`src/hw/rtl/dsm_ram.sv`:
```
module dsm_ram #(
   parameter int WIDTH = 8,
   parameter int DEPTH = 256
) (
   input  logic                     clock,
   input  logic                     wr_en,
   input  logic [$clog2(DEPTH)-1:0] wr_addr,
   input  logic [WIDTH-1:0]         wr_data,
   input  logic                     rd_en,
   input  logic [$clog2(DEPTH)-1:0] rd_addr,
   output logic [WIDTH-1:0]         rd_data
);

   logic [WIDTH-1:0] mem [DEPTH];
   logic [WIDTH-1:0] rd_data_ff;

   // Single write port, registered read that holds when not enabled.
   always_ff @(posedge clock) begin
      if (wr_en) begin
         mem[wr_addr] <= wr_data;
      end
      if (rd_en) begin
         rd_data_ff <= mem[rd_addr];
      end
   end

   assign rd_data = rd_data_ff;

endmodule

```
`config.mk`:
```
export PLATFORM = sky130hd
export DESIGN_NAME = dsm_ram
export DESIGN_NICKNAME = d
export VERILOG_FILES = /design/src/hw/rtl/dsm_ram.sv
export SDC_FILE = /design/constraint.sdc
export NUM_CORES = 2
export LEC_CHECK = 0
export BUFFER_PORTS_ARGS = -buffer_cell sky130_fd_sc_hd__buf_2
export CAP_MARGIN = 20
export CORE_ASPECT_RATIO = 0.5
export CORE_MARGIN = 1
export CORE_UTILIZATION = 55
export CTS_CLUSTER_SIZE = 20
export DETAILED_ROUTE_END_ITERATION = 6
export PLACE_DENSITY_LB_ADDON = 0.05
export SLEW_MARGIN = 15
export SYNTH_ARGS = -nofsm -noshare
export SYNTH_HDL_FRONTEND = slang
export SYNTH_SLANG_ARGS = --single-unit
export TNS_END_PERCENT = 10
```
`constraint.sdc`:
```
create_clock -name clock -period 3.4 [get_ports clock]
set_clock_uncertainty 0.05 [all_clocks]
set_input_delay 0.68 -clock clock [delete_from_list [all_inputs] [get_ports clock]]
set_output_delay 0.68 -clock clock [all_outputs]
set_load 0.02 [all_outputs]
```
==> impl_metrics.csv <==
group,metric,value,unit
run_status,status,"finished, final reports clean",
global_routing,track_usage,28.1,%
worst_setup_path,required,3.87,ns
min_path,hold_path_class,"primary input to register",
floorplan,die_area,146000,sq um
synthesis,ys_warn_count,0,
drt,totalWireLength,203000,um
worst_setup_path,crit_type,"primary input to register",
cells_and_area,layout-drive-gt1-share,29.6,%
job,cap_violations,0,
pwr,p_switching,0.0108,W
worst_setup_path,end_kind,"register",
worst_setup_path,worst-path-max-fanout,22,
placement,dp_slack,-0.656,ns
worst_setup_path,cp.arrival,3.72,ns
synthesis,synth_nets,3760,
cells_and_area,seq_area,61700,sq um
clocking,cts_buffers,182,
cells_and_area,multi_input_area,16500,sq um
clocking,cts_max_path_buffers,4,
drt,vias,40763,
timing,hold_violations,0,
clocking,clkSinkCount,2056,
worst_setup_path,crit_path_start_kind,"primary input",
timing,worstMarginPinSlew,1.09,ns
clocking,hold_buffers,0,
clocking,postCtsSetupBuffers,0,
synthesis,synth_area,79600,sq um
drt,drc,0,
global_routing,grt_pass1_vias,40298,
floorplan,initial_core_util,55.6,%
timing,setup_viol,0,
synthesis,ys.flop_type,"edfxtp_1",
pwr,p_per_area,555,nW/um^2
clocking,path_clk_slew,0.07,ns
global_routing,antenna_found_initial,9,
pwr,peakVddDrop,405,uV
synthesis,netlist_instances,3733,
drt,wl_per_cell,32.2,um
timing,rsz0062_at_grt,"false",
timing,fin_ws,0.155,ns
cells_and_area,layout.nets,4289,
floorplan,die_w,540,um
floorplan,rows,98,
pwr,p_leak,29.2,nW
drt,ant_nets,0,
global_routing,grt_overflow,0,
timing,slew_headroom,27.0,%
timing,fin_crit_sh,95.4,%
placement,place_congestion,0.871,
synthesis,ys_seq_elements,2056,
placement,postPlaceCellArea,85800,sq um
clocking,clkLatencyLatePin,0.82,ns
drt,via_per_inst,6.47,
pwr,pwr-share-comb,5.6,%
drt,first_pass_iters,5,
synthesis,yosysUniqueCellTypes,54,
clocking,cts-resized-gates,0,
timing,slew_viol_final,0,
clocking,cts_tree,"yes",
drt,initialDrtViolationCount,5410,
floorplan,pin_count,35,
cells_and_area,fillers,9707,
pwr,power.internal,0.0400,W
placement,io_buffers,34,
cells_and_area,area_growth,14.7,%
timing,max_freq,308,MHz
placement,dp_hpwl,132000,um
cells_and_area,postLayoutCoreUtil,63.7,%
clocking,cts_root_buf,"clkbuf_16",
clocking,htree_levels,4,
floorplan,core,143000,sq um
synthesis,synth.yosys.seq_area_share,77.5,%
global_routing,grt_pass1_wl,292000,um
floorplan,die_y,271,um
timing,post-route-min-period,3.24,ns
pwr,switching_share,21.2,%
global_routing,grt_max_degree,107,
pwr,power.share.clock,39.3,%
synthesis,synth_edf_count,2056,
pwr,pwr-share-seq,55.1,%
synthesis,synthArstFlopShare,0,%
cells_and_area,stdcell_area,91300,sq um
synthesis,avgSynthCellArea,21.3,sq um
[placed cells by master, fill, tap and decap left out, drive strengths merged, types with 3 or more instances in the layout]
cell / count
a22o: 8
bufinv: 12
buf: 577
edfxtp: 2056
a22oi: 133
o22ai: 28
inv: 3
mux2i: 134
nand3: 34
o21ai: 12
a2111oi: 5
and2: 6
o211ai: 10
clkinv: 84
or2: 4
nand4: 10
nor2b: 31
nand2: 33
o22a: 5
nor3: 22
a211oi: 16
clkinvlp: 4
nor4: 27
o32ai: 5
a221oi: 14
mux4: 456
nor2: 282
nand2b: 8
a21oi: 96
clkbuf: 219
o221ai: 47
diode: 3
[critical path, stage by stage]
cell       delay, ns
buf_8           0.19
buf_12          0.20
buf_12          0.24
mux4_2          0.54
mux4_2          0.47
nor2_1          0.15
a2111oi_1       0.09
buf_4           0.15
nor3_1          0.82
nor4_1          0.12
[synth_stat cells, drive strengths merged (6+ instances only)]
| library cell | n | area share (%) |
|---|---|---|
| edfxtp | 2056 | 78 |
| mux4 | 456 | 13 |
| nor2 | 282 | 1.3 |
| mux2i | 134 | 1.7 |
| a22oi | 133 | 1.3 |
| buf | 122 | 1.3 |
| clkbuf | 111 | 0.52 |
| a21oi | 96 | 0.60 |
| o221ai | 47 | 0.52 |
| nand3 | 34 | 0.21 |
| nand2 | 33 | 0.16 |
| nor2b | 31 | 0.24 |
| o22ai | 28 | 0.22 |
| nor4 | 27 | 0.24 |
| nor3 | 22 | 0.14 |
| a211oi | 16 | 0.15 |
| a221oi | 14 | 0.16 |
| o21ai | 12 | 0.075 |
| nand4 | 10 | 0.079 |
| o211ai | 10 | 0.094 |
| a22o | 8 | 0.088 |
| nand2b | 8 | 0.063 |
| and2 | 6 | 0.047 |
[worst paths after layout]
path / startpoint / depth (start not counted) / endpoint / slack [ns]
setup / recovery: rd_addr[0] / 10 / rd_data[4] / 0.16
hold / removal: wr_data[7] / 1 / mem[242][7] / 0.18
setup reg to reg: mem[211][5] / 7 / rd_data[5] / 0.33
hold reg to reg: mem[32][5] / 7 / rd_data[5] / 1.13
[layer usage]
layer  wire length [um]  GRT usage [%]
met5                  0              0
met4               3820           5.87
met3              19500           5.51
met2              91700           41.7
met1              87900           44.0
[final cells by class]
| type | count | share of cell area, % |
|---|---|---|
| Tap cell | 1900 | 2.60 |
| Clock inverter | 101 | 0.856 |
| Multi-Input combinational cell | 1442 | 18.1 |
| Sequential cell | 2056 | 67.6 |
| Clock buffer | 218 | 5.25 |
| Timing Repair Buffer | 578 | 5.63 |
| Inverter | 2 | 0.00822 |
| Antenna cell | 3 | 0.00822 |
[sequential cells by signal, summed over array words and instances (netlist names)]
register	cells
mem	2048
rd_data	8
[power groups by stage]
| stage | Sequential [W] | Combinational (W) | Clock [W] |
|---|---|---|---|
| 3_5_place_dp | 0.0285 | 0.00283 | 0 |
| 3_3_place_gp | 0.0285 | 0.00279 | 0 |
| 4_1_cts | 0.0280 | 0.00284 | 0.0202 |
| 2_1_floorplan | 0.0285 | 0.00136 | 0 |
| 6_report | 0.0280 | 0.00283 | 0.0199 |
| 5_1_grt | 0.0280 | 0.00297 | 0.0211 |
[through the flow]
step | power [W] | TNS (ns) | hold WS (ns) | cells
6_report | 0.0507 | 0 | 0.182 | 6300
5_1_grt | 0.0521 | 0 | 0.159 | 6297
4_1_cts | 0.0510 | 0 | 0.161 | 6297
3_5_place_dp | 0.0314 | -3.22 | 1.01 | 5978
3_3_place_gp | 0.0313 | -3.99 | 1.00 | 5977
2_1_floorplan | 0.0299 | 0 | 0.729 | 3733
[kinds of logic (layout without fill, tap and decap cells)]
logic type / Yosys count / after routing / share of synthesized area, %
flops: 2056 / 2056 / 77.5
mux: 591 / 591 / 14.6
simple gates: 466 / 466 / 2.63
compound gates: 385 / 385 / 3.42
buf+inv: 235 / 899 / 1.83
other cells: 0 / 3 / 0
Note: power is estimated with default switching activity, not from simulation.
